--- config.mk ---
export PLATFORM = sky130hd
export DESIGN_NAME = type_bitmap_decoder_top
export DESIGN_NICKNAME = d
export VERILOG_FILES = /design/src/rtl/tbd_pkg.sv /design/src/rtl/tbd_front.sv /design/src/rtl/tbd_queue.sv /design/src/rtl/tbd_back.sv /design/src/rtl/type_bitmap_decoder_top.sv
export SDC_FILE = /design/constraint.sdc
export NUM_CORES = 1
export LEC_CHECK = 0
export BUFFER_PORTS_ARGS = -buffer_cell sky130_fd_sc_hd__buf_2
export CAP_MARGIN = 10
export CORE_ASPECT_RATIO = 0.8
export CORE_UTILIZATION = 62
export DETAILED_ROUTE_END_ITERATION = 7
export GPL_ROUTABILITY_DRIVEN = 0
export GPL_TIMING_DRIVEN = 1
export PLACE_DENSITY_LB_ADDON = 0.25
export SYNTH_ARGS = -nofsm -noshare
export SYNTH_HDL_FRONTEND = slang
export SYNTH_SLANG_ARGS = --single-unit
--- constraint.sdc ---
create_clock -name clk -period 6.3 [get_ports clk]
set_input_delay 1.575 -clock clk [delete_from_list [all_inputs] [get_ports clk]]
set_output_delay 1.575 -clock clk [all_outputs]
set_load 0.03 [all_outputs]
--- src/rtl/tbd_pkg.sv ---
// Package for the type-bitmap decoder: job record passed from the parser
// to the emitter, result kind and reject cause codes. No dependencies.
`default_nettype none
package tbd_pkg;

  // Longest bitmap a window block may carry.
  localparam logic [7:0] MAX_WINDOW_OCTETS = 8'd32;

  localparam logic [1:0] KIND_TYPE   = 2'd0;
  localparam logic [1:0] KIND_ACCEPT = 2'd1;
  localparam logic [1:0] KIND_REJECT = 2'd2;

  localparam logic [2:0] CAUSE_NONE       = 3'd0;
  localparam logic [2:0] CAUSE_BAD_LENGTH = 3'd1;
  localparam logic [2:0] CAUSE_TRUNCATED  = 3'd2;
  localparam logic [2:0] CAUSE_WIN_ORDER  = 3'd3;
  localparam logic [2:0] CAUSE_ZERO_LAST  = 3'd4;
  localparam logic [2:0] CAUSE_EMPTY      = 3'd5;

  // One unit of work for the emitter: the set bits of one bitmap octet,
  // then optionally the end-of-field status.
  typedef struct packed {
    logic [7:0] mask;
    logic [7:0] window;
    logic [4:0] position;
    logic       has_status;
    logic [1:0] kind;
    logic [2:0] cause;
  } job_t;

endpackage
`default_nettype wire

--- src/rtl/tbd_front.sv ---
// Parser front end: walks the window blocks one byte per transaction and
// turns each nonzero bitmap byte, and each end marker, into a job for the emitter. Depends on tbd_pkg.
`default_nettype none
module tbd_front (
  input  wire logic         clk,
  input  wire logic         rst_n,
  input  wire logic         item_take,
  input  wire logic [7:0]   data_byte,
  input  wire logic         byte_present,
  input  wire logic         end_of_field,
  input  wire logic         empty_ok,
  output logic              job_valid,
  output tbd_pkg::job_t     job
);
  import tbd_pkg::*;

  typedef enum logic [3:0] {
    PH_WINDOW = 4'b0001,
    PH_LENGTH = 4'b0010,
    PH_OCTETS = 4'b0100,
    PH_ERROR  = 4'b1000
  } phase_t;

  phase_t     phase_r, phase_nxt;
  logic [7:0] cur_win_r, cur_win_nxt;
  logic [7:0] prev_win_r, prev_win_nxt;
  logic       have_prev_r, have_prev_nxt;
  logic [5:0] left_r, left_nxt;
  logic [4:0] pos_r, pos_nxt;
  logic       any_seen_r, any_seen_nxt;
  logic [2:0] err_r, err_nxt;

  always_comb begin
    phase_nxt     = phase_r;
    cur_win_nxt   = cur_win_r;
    prev_win_nxt  = prev_win_r;
    have_prev_nxt = have_prev_r;
    left_nxt      = left_r;
    pos_nxt       = pos_r;
    any_seen_nxt  = any_seen_r;
    err_nxt       = err_r;
    job.mask       = 8'h00;
    job.window     = cur_win_r;
    job.position   = pos_r;
    job.has_status = 1'b0;
    job.kind       = KIND_TYPE;
    job.cause      = CAUSE_NONE;

    if (byte_present) begin
      case (phase_r)
        PH_WINDOW: begin
          cur_win_nxt = data_byte;
          phase_nxt   = PH_LENGTH;
        end
        PH_LENGTH: begin
          if (data_byte == 8'd0 || data_byte > MAX_WINDOW_OCTETS) begin
            err_nxt   = CAUSE_BAD_LENGTH;
            phase_nxt = PH_ERROR;
          end else if (have_prev_r && cur_win_r <= prev_win_r) begin
            err_nxt   = CAUSE_WIN_ORDER;
            phase_nxt = PH_ERROR;
          end else begin
            left_nxt      = data_byte[5:0];
            pos_nxt       = 5'd0;
            prev_win_nxt  = cur_win_r;
            have_prev_nxt = 1'b1;
            phase_nxt     = PH_OCTETS;
          end
        end
        PH_OCTETS: begin
          job.mask = data_byte;
          if (data_byte != 8'd0) any_seen_nxt = 1'b1;
          pos_nxt  = pos_r + 5'd1;
          left_nxt = left_r - 6'd1;
          if (left_nxt == 6'd0) begin
            if (data_byte == 8'd0) begin
              err_nxt   = CAUSE_ZERO_LAST;
              phase_nxt = PH_ERROR;
            end else begin
              phase_nxt = PH_WINDOW;
            end
          end
        end
        PH_ERROR: begin
          // drop bytes until the end marker
        end
        default: begin
          phase_nxt = PH_ERROR;
        end
      endcase
    end

    if (end_of_field) begin
      job.has_status = 1'b1;
      if (phase_nxt == PH_ERROR) begin
        job.cause = err_nxt;
      end else if (phase_nxt != PH_WINDOW) begin
        job.cause = CAUSE_TRUNCATED;
      end else if (!any_seen_nxt && !empty_ok) begin
        job.cause = CAUSE_EMPTY;
      end
      job.kind = (job.cause != CAUSE_NONE) ? KIND_REJECT : KIND_ACCEPT;
      phase_nxt     = PH_WINDOW;
      cur_win_nxt   = 8'd0;
      prev_win_nxt  = 8'd0;
      have_prev_nxt = 1'b0;
      left_nxt      = 6'd0;
      pos_nxt       = 5'd0;
      any_seen_nxt  = 1'b0;
      err_nxt       = CAUSE_NONE;
    end
  end

  assign job_valid = item_take && (job.mask != 8'h00 || end_of_field);

  always_ff @(posedge clk) begin
    if (!rst_n) begin
      phase_r     <= PH_WINDOW;
      cur_win_r   <= 8'd0;
      prev_win_r  <= 8'd0;
      have_prev_r <= 1'b0;
      left_r      <= 6'd0;
      pos_r       <= 5'd0;
      any_seen_r  <= 1'b0;
      err_r       <= CAUSE_NONE;
    end else if (item_take) begin
      phase_r     <= phase_nxt;
      cur_win_r   <= cur_win_nxt;
      prev_win_r  <= prev_win_nxt;
      have_prev_r <= have_prev_nxt;
      left_r      <= left_nxt;
      pos_r       <= pos_nxt;
      any_seen_r  <= any_seen_nxt;
      err_r       <= err_nxt;
    end
  end

endmodule
`default_nettype wire

--- src/rtl/tbd_queue.sv ---
// Job queue between parser and emitter, a small register FIFO.
// Depends on tbd_pkg for the job record.
`default_nettype none
module tbd_queue #(
  parameter int DEPTH = 4
) (
  input  wire logic          clk,
  input  wire logic          rst_n,
  input  wire logic          wr_en,
  input  tbd_pkg::job_t      wr_job,
  input  wire logic          rd_en,
  output tbd_pkg::job_t      rd_job,
  output logic               q_full,
  output logic               q_empty
);
  import tbd_pkg::*;

  localparam int PW = (DEPTH > 1) ? $clog2(DEPTH) : 1;
  localparam int CW = $clog2(DEPTH + 1);
  localparam logic [PW-1:0] LAST_PTR = PW'(DEPTH - 1);
  localparam logic [CW-1:0] FULL_CNT = CW'(DEPTH);

  job_t          slot_r [DEPTH];
  logic [PW-1:0] wr_ptr_r, wr_ptr_nxt;
  logic [PW-1:0] rd_ptr_r, rd_ptr_nxt;
  logic [CW-1:0] count_r, count_nxt;
  logic          do_wr, do_rd;

  assign q_full  = (count_r == FULL_CNT);
  assign q_empty = (count_r == '0);
  assign do_wr   = wr_en && !q_full;
  assign do_rd   = rd_en && !q_empty;
  assign rd_job  = slot_r[rd_ptr_r];

  always_comb begin
    wr_ptr_nxt = wr_ptr_r;
    rd_ptr_nxt = rd_ptr_r;
    count_nxt  = count_r;
    if (do_wr) wr_ptr_nxt = (wr_ptr_r == LAST_PTR) ? '0 : wr_ptr_r + PW'(1);
    if (do_rd) rd_ptr_nxt = (rd_ptr_r == LAST_PTR) ? '0 : rd_ptr_r + PW'(1);
    if (do_wr && !do_rd) count_nxt = count_r + CW'(1);
    if (do_rd && !do_wr) count_nxt = count_r - CW'(1);
  end

  always_ff @(posedge clk) begin
    if (!rst_n) begin
      wr_ptr_r <= '0;
      rd_ptr_r <= '0;
      count_r  <= '0;
    end else begin
      wr_ptr_r <= wr_ptr_nxt;
      rd_ptr_r <= rd_ptr_nxt;
      count_r  <= count_nxt;
    end
  end

  always_ff @(posedge clk) begin
    if (do_wr) slot_r[wr_ptr_r] <= wr_job;
  end

endmodule
`default_nettype wire

--- src/rtl/tbd_back.sv ---
// Emitter back end: holds one job and hands out one result per pop,
// type codes most significant bit first, then the status. Depends on tbd_pkg.
`default_nettype none
module tbd_back (
  input  wire logic          clk,
  input  wire logic          rst_n,
  input  wire logic          q_empty,
  input  tbd_pkg::job_t      q_job,
  output logic               q_pop,
  input  wire logic          pop,
  output logic               empty,
  output logic [15:0]        type_code,
  output logic [1:0]         result_kind,
  output logic [2:0]         reject_cause,
  output logic               last_in_run
);
  import tbd_pkg::*;

  job_t       job_r, job_nxt;
  logic       valid_r, valid_nxt;
  logic [2:0] msb;
  logic [7:0] mask_rest;
  logic       emit_type;
  logic       done;
  logic       take;

  always_comb begin
    msb = 3'd0;
    for (int i = 0; i < 8; i++) begin
      if (job_r.mask[i]) msb = 3'(i);
    end
  end

  assign mask_rest = job_r.mask & ~(8'h01 << msb);
  assign emit_type = (job_r.mask != 8'h00);
  assign done      = !emit_type || (mask_rest == 8'h00 && !job_r.has_status);

  assign empty        = !valid_r;
  assign type_code    = emit_type ? {job_r.window, job_r.position, ~msb} : 16'd0;
  assign result_kind  = emit_type ? KIND_TYPE : job_r.kind;
  assign reject_cause = emit_type ? CAUSE_NONE : job_r.cause;
  assign last_in_run  = done;

  // Load the next job once the current one is gone or its last result leaves.
  assign take  = !valid_r || (pop && done);
  assign q_pop = take && !q_empty;

  always_comb begin
    job_nxt   = job_r;
    valid_nxt = valid_r;
    if (take) begin
      valid_nxt = !q_empty;
      job_nxt   = q_job;
    end else if (pop) begin
      job_nxt.mask = mask_rest;
    end
  end

  always_ff @(posedge clk) begin
    if (!rst_n) valid_r <= 1'b0;
    else        valid_r <= valid_nxt;
  end

  always_ff @(posedge clk) begin
    job_r <= job_nxt;
  end

endmodule
`default_nettype wire

--- src/rtl/type_bitmap_decoder_top.sv ---
// Type-bitmap decoder top level: parser front end, job queue, emitter.
// Path: with the emitter idle, a byte's job goes to a queue slot, then to the emitter's job register.
// Throughput: one result per cycle out of the emitter while pop is held and jobs are queued; a byte with k set bits
//   yields k results (8 at most), an end item one more result.
//   Bytes that yield no result pass at one per cycle while the queue has room.
// Reset: synchronous active-low rst_n clears parse state, queue, empty-field enable.
`default_nettype none
module type_bitmap_decoder_top #(
  parameter int QUEUE_DEPTH = 4
) (
  input  wire logic         clk,
  input  wire logic         rst_n,
  // input channel
  input  wire logic         push,
  output logic              full,
  input  wire logic [7:0]   in_data_byte,
  input  wire logic         in_byte_present,
  input  wire logic         in_end_of_field,
  // result channel
  output logic              empty,
  input  wire logic         pop,
  output logic [15:0]       out_type_code,
  output logic [1:0]        out_result_kind,
  output logic [2:0]        out_reject_cause,
  output logic              out_last_in_run,
  // configuration port
  input  wire logic         psel,
  input  wire logic         penable,
  input  wire logic         pwrite,
  input  wire logic [2:0]   paddr,
  input  wire logic [31:0]  pwdata,
  output logic [31:0]       prdata,
  output logic              pready
);
  import tbd_pkg::*;

  localparam logic ADDR_EMPTY_OK = 1'b0;

  logic empty_ok_r;
  logic q_full, q_empty, q_pop;
  logic item_take;
  logic job_valid;
  job_t job_in, job_head;

  // Config: one register at byte address 0; bit 2 of paddr is the index.
  assign pready = 1'b1;
  assign prdata = (paddr[2] == ADDR_EMPTY_OK) ? {31'd0, empty_ok_r} : 32'd0;

  always_ff @(posedge clk) begin
    if (!rst_n) begin
      empty_ok_r <= 1'b0;
    end else if (psel && penable && pwrite && pready && paddr[2] == ADDR_EMPTY_OK) begin
      empty_ok_r <= pwdata[0];
    end
  end

  // Hold off the producer while the queue has no room for another job.
  assign full      = q_full;
  assign item_take = push && !full;

  tbd_front u_front (
    .clk          (clk),
    .rst_n        (rst_n),
    .item_take    (item_take),
    .data_byte    (in_data_byte),
    .byte_present (in_byte_present),
    .end_of_field (in_end_of_field),
    .empty_ok     (empty_ok_r),
    .job_valid    (job_valid),
    .job          (job_in)
  );

  tbd_queue #(
    .DEPTH (QUEUE_DEPTH)
  ) u_queue (
    .clk     (clk),
    .rst_n   (rst_n),
    .wr_en   (job_valid),
    .wr_job  (job_in),
    .rd_en   (q_pop),
    .rd_job  (job_head),
    .q_full  (q_full),
    .q_empty (q_empty)
  );

  tbd_back u_back (
    .clk          (clk),
    .rst_n        (rst_n),
    .q_empty      (q_empty),
    .q_job        (job_head),
    .q_pop        (q_pop),
    .pop          (pop),
    .empty        (empty),
    .type_code    (out_type_code),
    .result_kind  (out_result_kind),
    .reject_cause (out_reject_cause),
    .last_in_run  (out_last_in_run)
  );

  // A status result always closes the run of its transaction.
  a_status_last: assert property (@(posedge clk) disable iff (!rst_n)
    (!empty && out_result_kind != KIND_TYPE) |-> out_last_in_run)
    else $error("status result not marked last in run");

  // Reject carries a cause, accept and type codes carry none.
  a_cause_match: assert property (@(posedge clk) disable iff (!rst_n)
    !empty |-> ((out_result_kind == KIND_REJECT) == (out_reject_cause != CAUSE_NONE)))
    else $error("reject cause does not match result kind");

  // A pending result that is not popped stays in place.
  a_result_hold: assert property (@(posedge clk) disable iff (!rst_n)
    (!empty && !pop) |=> (!empty && $stable(out_type_code) && $stable(out_result_kind)))
    else $error("pending result changed without pop");

endmodule
`default_nettype wire
Word-level counts from Yosys, hierarchy flattened
Memory sizes are Yosys's and may differ from the RTL's. A register that Yosys moved wholly into a read port is not among the register bits.
Index checks and enable logic that the tools add are counted.
- register bits: 72
- memory bits (writable): 108
- input bits: 52
- word-level logic and storage cells: 160
- memories: 1
- memories (memory ; words ; width ; read ports ; clocked after Yosys merged registers in ; wr ports ; line ; text):
    u_queue.slot_r ; 4 ; 27 ; 1 ; 1 ; 1 ; tbd_queue.sv:23 ; job_t slot_r [DEPTH];
- $add $sub $neg: 6
- order comparisons: 2
- equality and inequality tests: 13
- shifts and indexed selects: 1
- mux-type cells: 70
- bitwise operators: 4
- reduce and logical (&&, ||, !) cells: 44
- operator list (cell ; count):
    8-bit 2-to-1 mux ; 12
    3-bit 2-to-1 mux ; 17
    6-bit 2-to-1 mux ; 5
    4-bit 2-to-1 mux ; 6
    8-bit nonzero test ; 3
    5-bit 2-to-1 mux ; 4
    8-bit zero test ; 2
    16-bit 2-to-1 mux ; 1
    2-bit 2-to-1 mux ; 8
    4-bit case mux with 4 select lines ; 1
    1-bit logical AND ; 14
    1-bit 2-to-1 mux ; 13
    6-bit case mux with 2 select lines ; 1
    5-bit case mux with 2 select lines ; 1
    5-bit AND reduction ; 2
    2-bit nonzero test ; 5
    1-bit zero test ; 9
    8-bit AND ; 1
    4-bit == test (second input constant) ; 2
    8-bit by 6-bit greater-than comparator with 1-bit output (second input constant) ; 1
    8-bit less-or-equal comparator ; 1
    8-bit inverter ; 1
    1-bit by 3-bit left shift with 8-bit output (first input constant) ; 1
    6-bit zero test ; 1
    other kinds (20) ; 28

Depth between registers and ports, before layout
Gate-level depths: netlist (run 1).
- word-level depth: 21
- gate-level depth with buffers: 12

Modules after synthesis
From an unflattened synthesis (run 1), not the netlist that was laid out.
- cells, all modules: 637
- area, all modules: 8426.8 µm²
- modules (own cells, without submodules) (module ; instances ; cells each ; area each (µm²) ; seq. area each (µm²)):
    tbd_queue ; 1 ; 197 ; 4438.0 ; 3423.3
    tbd_front ; 1 ; 299 ; 2344.7 ; 720.7
    tbd_back ; 1 ; 100 ; 1322.5 ; 830.8
    type_bitmap_decoder_top ; 1 ; 41 ; 321.6 ; 20.0

Least setup slack after synthesis (run 1)
No wires, ideal clock.
- path type: in2reg
- start: in in_data_byte[2]
- end: reg u_queue.count_r[2]
- arrival: 3.911 ns
- required time: 6.227 ns
- slack: 2.316 ns
- cell stages on the path: 12
- path buffers: 0
- path through: or4_4 nor4_1 nor3_1 nor2_1 nor2_1 inv_1 ha_1 inv_1 fa_1 xor2_1 or3_1 a21oi_1
- cells in the longest elaborated chain, start to end: 9
- elaborated cells between the ends (all ways): 11
- classes of those cells: 3 x mux; 8 x reduce/logical
- ends and longest elaborated chain (item ; line ; text):
    start: declaration ; type_bitmap_decoder_top.sv:16 ; input wire logic [7:0] in_data_byte,
    8-bit 2-to-1 mux (*) ; tbd_front.sv:50 ; case (phase_r)
    8-bit 2-to-1 mux (*) ; tbd_front.sv:49 ; if (byte_present) begin
    8-bit nonzero test (*) ; tbd_front.sv:114 ; assign job_valid = item_take && (job.mask != 8'h00 || end_of_field);
    1-bit logical OR (*) ; tbd_front.sv:114 ;
    1-bit logical AND (*) ; tbd_front.sv:114 ;
    1-bit logical AND (*) ; tbd_queue.sv:31 ; assign do_wr = wr_en && !q_full;
    1-bit zero test ; tbd_queue.sv:42 ; if (do_rd && !do_wr) count_nxt = count_r - CW'(1);
    1-bit logical AND ; tbd_queue.sv:42 ;
    3-bit 2-to-1 mux / 2-bit nonzero test (equally long branches) ; n/a ;
    end signal: assignment ; tbd_queue.sv:53 ; count_r <= count_nxt;
    end: declaration ; tbd_queue.sv:26 ; logic [CW-1:0] count_r, count_nxt;
Mark *: on every way between the ends. The rest lies on a longest branch, timed or not.
A chain may end at the register's enable or synchronous reset.

Final worst setup path (run 1)
- start: reg u_back.job_r[22] (netlist bit)
- end: out out_type_code[8]
- cells in the longest elaborated chain, start to end: 2
- ends and longest elaborated chain (item ; line ; text):
    start: declaration ; tbd_back.sv:19 ; job_t job_r, job_nxt;
    start signal: assignment ; tbd_back.sv:65 ; job_r <= job_nxt;
    8-bit nonzero test ; tbd_back.sv:35 ; assign emit_type = (job_r.mask != 8'h00);
    16-bit 2-to-1 mux ; tbd_back.sv:39 ; assign type_code = emit_type ? {job_r.window, job_r.position, ~msb} : 16'd0;
    end: declaration ; type_bitmap_decoder_top.sv:22 ; output logic [15:0] out_type_code,
Every way passes these cells.

==> flow_summary.json, run 1 <==
{
  "rsz0062_at_grt": "false",
  "firstDrtPassIters": 4,
  "finish.utilization_pct": 71.9,
  "drc": 0,
  "die_h_um": 104,
  "post_cts_buffers": 0,
  "synth_cell_types": 69,
  "grt_max_degree": 36,
  "numCtsBuffers": 17,
  "max_freq_mhz": 218,
  "synthCells": 610,
  "cts_resized": 0,
  "startpoint_type": "flop",
  "cts_hold_buf": 0,
  "synth_top_cell_area_share_pct": 50.2,
  "dp.cells": 810,
  "syn_area_per_cell_um2": 13.2,
  "cts_max_level": 4,
  "die_x_um": 130,
  "dp_hpwl_mm": 10.5,
  "diodes": 0,
  "clk_path_buf_depth": 2,
  "cp_data_required_time_ps": 4720,
  "slowest_stage": "nor4_1",
  "final-hold-violation-count": 0,
  "grt.total_usage_pct": 25.6,
  "clock_sinks": 182,
  "total_power_w": 0.00333,
  "status": "completed",
  "fin_skew_ps": 6.20,
  "ys.flop_type": "edfxtp_1",
  "syn-cell-area_mm2": 0.00807,
  "area_growth_pct": 10.7,
  "io_pins": 109,
  "overflow": 0,
  "fin_tns_setup_ps": 0,
  "wirelength_mm": 16.1,
  "coreArea_mm2": 0.0124,
  "ys_seq_elements": 182,
  "mostFrequentLayoutCells": "edfxtp_1, nor2_1, dfxtp_1, buf_2, o21ai_0",
  "seq_area_frac_synth_pct": 61.9,
  "num-nets-final": 729,
  "clkTransAtPathRegs_ps": 60,
  "wl_per_cell_um": 19.1,
  "insertion_delay_ps": 430,
  "post-place-ws_ps": 1800,
  "cp_max_fo": 13,
  "start_util_pct": 64.9,
  "hp-class": "flop to flop",
  "async_flop_share_pct": 0,
  "setup_viol": 0,
  "cts_tree": "done",
  "crit_chain": "nor4_1, nand2_1, and2_1, buf_2",
  "setup.worst_path.class": "flop to output port",
  "worst_pin_slew_ps": 1160,
  "final_max_slew_viol_count": 0,
  "critical-path-top-delay-family": "simple AND/OR/NAND/NOR gates",
  "p_leak_nw": 3.26,
  "yosys_warnings": 0,
  "grt_pass1_vias": 4809,
  "cp.arrival_ps": 3010,
  "finalCriticalPeriod_ps": 4590,
  "ir_drop_mv": 0.236,
  "grt_pass1_wl_mm": 25.2,
  "final_common_cell": "edfxtp_1",
  "antenna_found_initial": 0,
  "drive_above_1_share_pct": 19.5,
  "cp-end-kind": "output port",
  "maxCapViolCount": 0,
  "row_count": 36,
  "cp_num_buf_inv": 1,
  "drt_iter0_drc": 447,
  "vias_per_cell": 6.03,
  "setup_ws_ps": 1710,
  "die-area_mm2": 0.0135,
  "ant_nets": 0,
  "netlist_top_cells_area": "edfxtp_1, dfxtp_1, mux4_2, buf_4, ha_1",
  "slew_headroom_pct": 21.7,
  "vias": 5082,
  "fin_cells": 843,
  "io_buffers": 43,
  "synth_area_leader_cell": "edfxtp_1",
  "post-route-period-util_pct": 72.8,
  "p_per_area_mw_per_mm2": 372,
  "synth-edff-count": 135,
  "slowest_delay_ps": 1010,
  "cts_root_buf": "clkbuf_16"
}
power by group:
part | switching [W] | leakage, nW | internal [W]
Combinational | 0.000448 | 1.28 | 0.000265
Clock | 0.000419 | 0.284 | 0.000614
Sequential | 0.000114 | 1.70 | 0.00147
sequential cells by signal, summed over array words and instances (netlist names), named ones only:
register	count
u_front.pos_r	5
u_front.any_seen_r	1
empty_ok_r	1
u_front.prev_win_r	8
u_queue.rd_ptr_r	2
u_queue.count_r	3
u_back.job_r	27
u_front.phase_r	4
u_back.valid_r	1
u_front.cur_win_r	8
u_front.left_r	6
u_front.err_r	3
u_queue.slot_r	108
u_queue.wr_ptr_r	2
u_front.have_prev_r	1
cell usage after synthesis, drive strengths merged, types with 2 or more instances:
cell type  instances
nor2b              3
a31oi              6
xor2               2
nand4              5
o31ai              4
nor3               9
nand2             34
buf               34
a22oi             13
or3                4
a31o               2
nor4               6
nand4b             2
o21ai             39
dfxtp             47
or3b               2
o211ai             2
a211oi             7
conb               2
or4                2
clkbuf            18
a21o               3
a21boi             4
a22o               8
mux4              27
xnor2              2
nand3              6
o21bai             3
inv               23
and2              26
ha                17
and3               8
nor2              49
a21oi             24
edfxtp           135
o311ai             2
a211o              2
or2                4
nand2b             8
routing by layer:
layer	part of all wire [%]	global-route usage [%]
met1	41	35.3
met2	48	40.3
met5	0	0
met4	1.6	10.1
met3	8.7	5.20
layout make-up:
type,count,area [um^2]
timing repair buffer,52,280
clock buffer,24,482
tap,171,214
inverter,24,90.1
fill,826,3500
clock inverter,8,96.3
sequential,182,5000
multi-input combinational,382,2780
worst paths after layout:
check | to | cells past startpoint | slack [ps] | from
setup / recovery | out_type_code[8] | 4 | 1710 | u_back.job_r[22]
hold / removal | u_front.prev_win_r[2] | 1 | 480 | u_front.prev_win_r[2]
setup reg to reg | u_queue.count_r[2] | 11 | 2230 | u_back.job_r[22]
hold reg to reg | u_front.prev_win_r[2] | 1 | 480 | u_front.prev_win_r[2]
stage by stage:
step	instance area [um^2]	hold slack (ps)
2_1_floorplan	8180	449
3_3_place_gp	8350	462
3_5_place_dp	8350	467
4_1_cts	8930	485
5_1_grt	8930	499
6_report	8930	483
cell families (layout without fill, tap and decap cells):
group / count (synthesis) / after routing / share of synthesized area (%)
adder cells (fa/ha/maj): 18 / 18 / 2.88
multiplexers: 28 / 28 / 7.66
flip-flops: 182 / 182 / 61.9
other: 2 / 32 / 0.0930
XOR/XNOR: 4 / 4 / 0.434
AO/OA/AOI/OAI: 127 / 127 / 10.8
buffers and inverters: 76 / 108 / 5.12
AND/OR/NAND/NOR: 173 / 173 / 11.2
Power figures use the tool's default switching activity.
==> run 2: changes to the inputs <==
--- a/config.mk
+++ b/config.mk
@@ -8,7 +8,7 @@
 export BUFFER_PORTS_ARGS = -buffer_cell sky130_fd_sc_hd__buf_2
 export CAP_MARGIN = 10
 export CORE_ASPECT_RATIO = 0.8
-export CORE_UTILIZATION = 62
+export CORE_UTILIZATION = 52
 export DETAILED_ROUTE_END_ITERATION = 7
 export GPL_ROUTABILITY_DRIVEN = 0
 export GPL_TIMING_DRIVEN = 1
==> constraint.sdc (replaced) <==
create_clock -name clk -period 4 [get_ports clk]
set_input_delay 1 -clock clk [delete_from_list [all_inputs] [get_ports clk]]
set_output_delay 1 -clock clk [all_outputs]
set_load 0.03 [all_outputs]
==> run 2 against run 1 <==
- flip-flop and latch count unchanged
- largest cell class unchanged
- critical endpoint is now u_queue.count_r[2]
- routed wire length decreased by 0.58%
- critical path depth is 9 higher
- clock power is 57% higher
- count of clock-buffer cells in the layout is 6 lower
==> flow_summary.json, run 2 (synthesis gave the netlist of run 1 again) <==
{
  "dp.cells": 853,
  "overflow": 0,
  "drc": 0,
  "slowest_delay_ps": 540,
  "io_pins": 109,
  "grt.total_usage_pct": 21.6,
  "finalInstanceArea_mm2": 0.00900,
  "vias": 5002,
  "final-hold-violation-count": 0,
  "slowest_stage": "or4_4",
  "area_growth_pct": 11.5,
  "finish.utilization_pct": 59.8,
  "p_per_area_mw_per_mm2": 582,
  "wirelength_mm": 16.0,
  "drive_above_1_share_pct": 19.9,
  "diodes": 0,
  "worst_pin_slew_ps": 1160,
  "setup_ws_ps": 499,
  "p_leak_nw": 3.27,
  "clock_sinks": 182,
  "die_h_um": 113,
  "slew_headroom_pct": 22.1,
  "io_buffers": 43,
  "die-area_mm2": 0.0160,
  "setup.worst_path.class": "primary input to flop",
  "post-place-ws_ps": 68.5,
  "cts_tree": "done",
  "dp_hpwl_mm": 10.8,
  "cp_data_required_time_ps": 4370,
  "cts_hold_buf": 0,
  "cts_resized": 0,
  "insertion_delay_ps": 440,
  "num-nets-final": 732,
  "post_cts_buffers": 0,
  "largest_register_ffs": 108,
  "post-route-period-util_pct": 87.5,
  "status": "completed",
  "vias_per_cell": 5.66,
  "wl_per_cell_um": 18.1,
  "fin_skew_ps": 6.76,
  "firstDrtPassIters": 4,
  "hp-class": "flop to flop",
  "cts_max_level": 4,
  "clkTransAtPathRegs_ps": 70,
  "numCtsBuffers": 17,
  "final_max_slew_viol_count": 0,
  "grt_pass1_vias": 4930,
  "fin_cells": 884,
  "coreArea_mm2": 0.0151,
  "mostFrequentLayoutCells": "edfxtp_1, nor2_1, dfxtp_1, buf_2, o21ai_0",
  "rsz0062_at_grt": "false",
  "crit_chain": "buf_2, or4_4, nor4_1, nor3_1, nor2_1, nor2_1, inv_1, ha_1, inv_1, fa_1, xor2_1, or3_1, a21oi_1",
  "cp.arrival_ps": 3870,
  "maxCapViolCount": 0,
  "grt_max_degree": 28,
  "row_count": 40,
  "antenna_found_initial": 0,
  "cp_max_fo": 6,
  "dpl_cell_area_mm2": 0.00843,
  "finalCriticalPeriod_ps": 3500,
  "clk_path_buf_depth": 2,
  "setup_viol": 0,
  "largestRegisters": "u_queue.slot_r: 108 flops, u_back.job_r: 27 flops",
  "grt_pass1_wl_mm": 25.5,
  "cts_root_buf": "clkbuf_16",
  "max_freq_mhz": 286,
  "final_common_cell": "edfxtp_1",
  "top_register": "u_queue.slot_r",
  "ir_drop_mv": 0.331,
  "start_util_pct": 53.6,
  "cp-end-kind": "flop",
  "ant_nets": 0,
  "startpoint_type": "primary input",
  "die_x_um": 141,
  "drt_iter0_drc": 346,
  "fin_tns_setup_ps": 0
}
run 2: cell types whose count changed in the layout (fill, tap and decap cells not counted), sizes merged:
cell / before / now
clkbuf: 25 / 18
inv: 24 / 29
buf: 51 / 55
clkinv: 5 / 4
clkinvlp: 1 / 2
run 2: cell type report:
cell class              count  area [um^2]
clock buffers              18          429
well taps                 210          263
repair buffers             55          305
fillers                  1184         6060
flip-flops and latches    182         5000
multi-input cells         382         2780
inverters                  24         90.1
clock inverters            13          143
run 2: worst max-delay path: cells and delay by family:
| kind | cells | cell delay [ps] |
|---|---|---|
| xor+xnor | 1 | 150 |
| compound gates | 1 | 150 |
| buf+inv | 3 | 350 |
| fa+ha+maj | 2 | 570 |
| simple gates | 6 | 1640 |
run 2: through the flow:
step / total power (W) / hold slack (ps)
4_1_cts: 0.00528 / 482
3_5_place_dp: 0.00367 / 468
6_report: 0.00524 / 490
2_1_floorplan: 0.00335 / 449
5_1_grt: 0.00549 / 508
3_3_place_gp: 0.00363 / 462
run 2: path summary, 6_finish.rpt:
| path | cells after the start | start | to | slack, ps |
|---|---|---|---|---|
| worst max-delay path | 13 | in_data_byte[2] | u_queue.count_r[2] | 500 |
| worst min-delay path | 1 | u_front.prev_win_r[2] | u_front.prev_win_r[2] | 490 |
| worst max register to register | 12 | u_back.job_r[22] | u_queue.count_r[2] | 760 |
| worst min register to register | 1 | u_front.prev_win_r[2] | u_front.prev_win_r[2] | 490 |
run 2: metal layers:
layer / track usage, % / vias to the layer above / part of all wire (%) / routed length, um
met2: 34.6 / 201 / 47 / 7520
met1: 28.7 / 2440 / 45 / 7250
met3: 4.74 / 23 / 6.2 / 985
li1: - / 2338 / - / -
met5: 0 / - / 0 / 0
met4: 9.06 / 0 / 1.4 / 225
run 2: power by group:
group	internal (W)	total, W	leakage (nW)	switching [W]
registers	0.00231	0.00250	1.70	0.000192
logic	0.000430	0.00112	1.30	0.000687
clock network	0.000923	0.00162	0.275	0.000701
total	0.00366	0.00524	3.27	0.00158
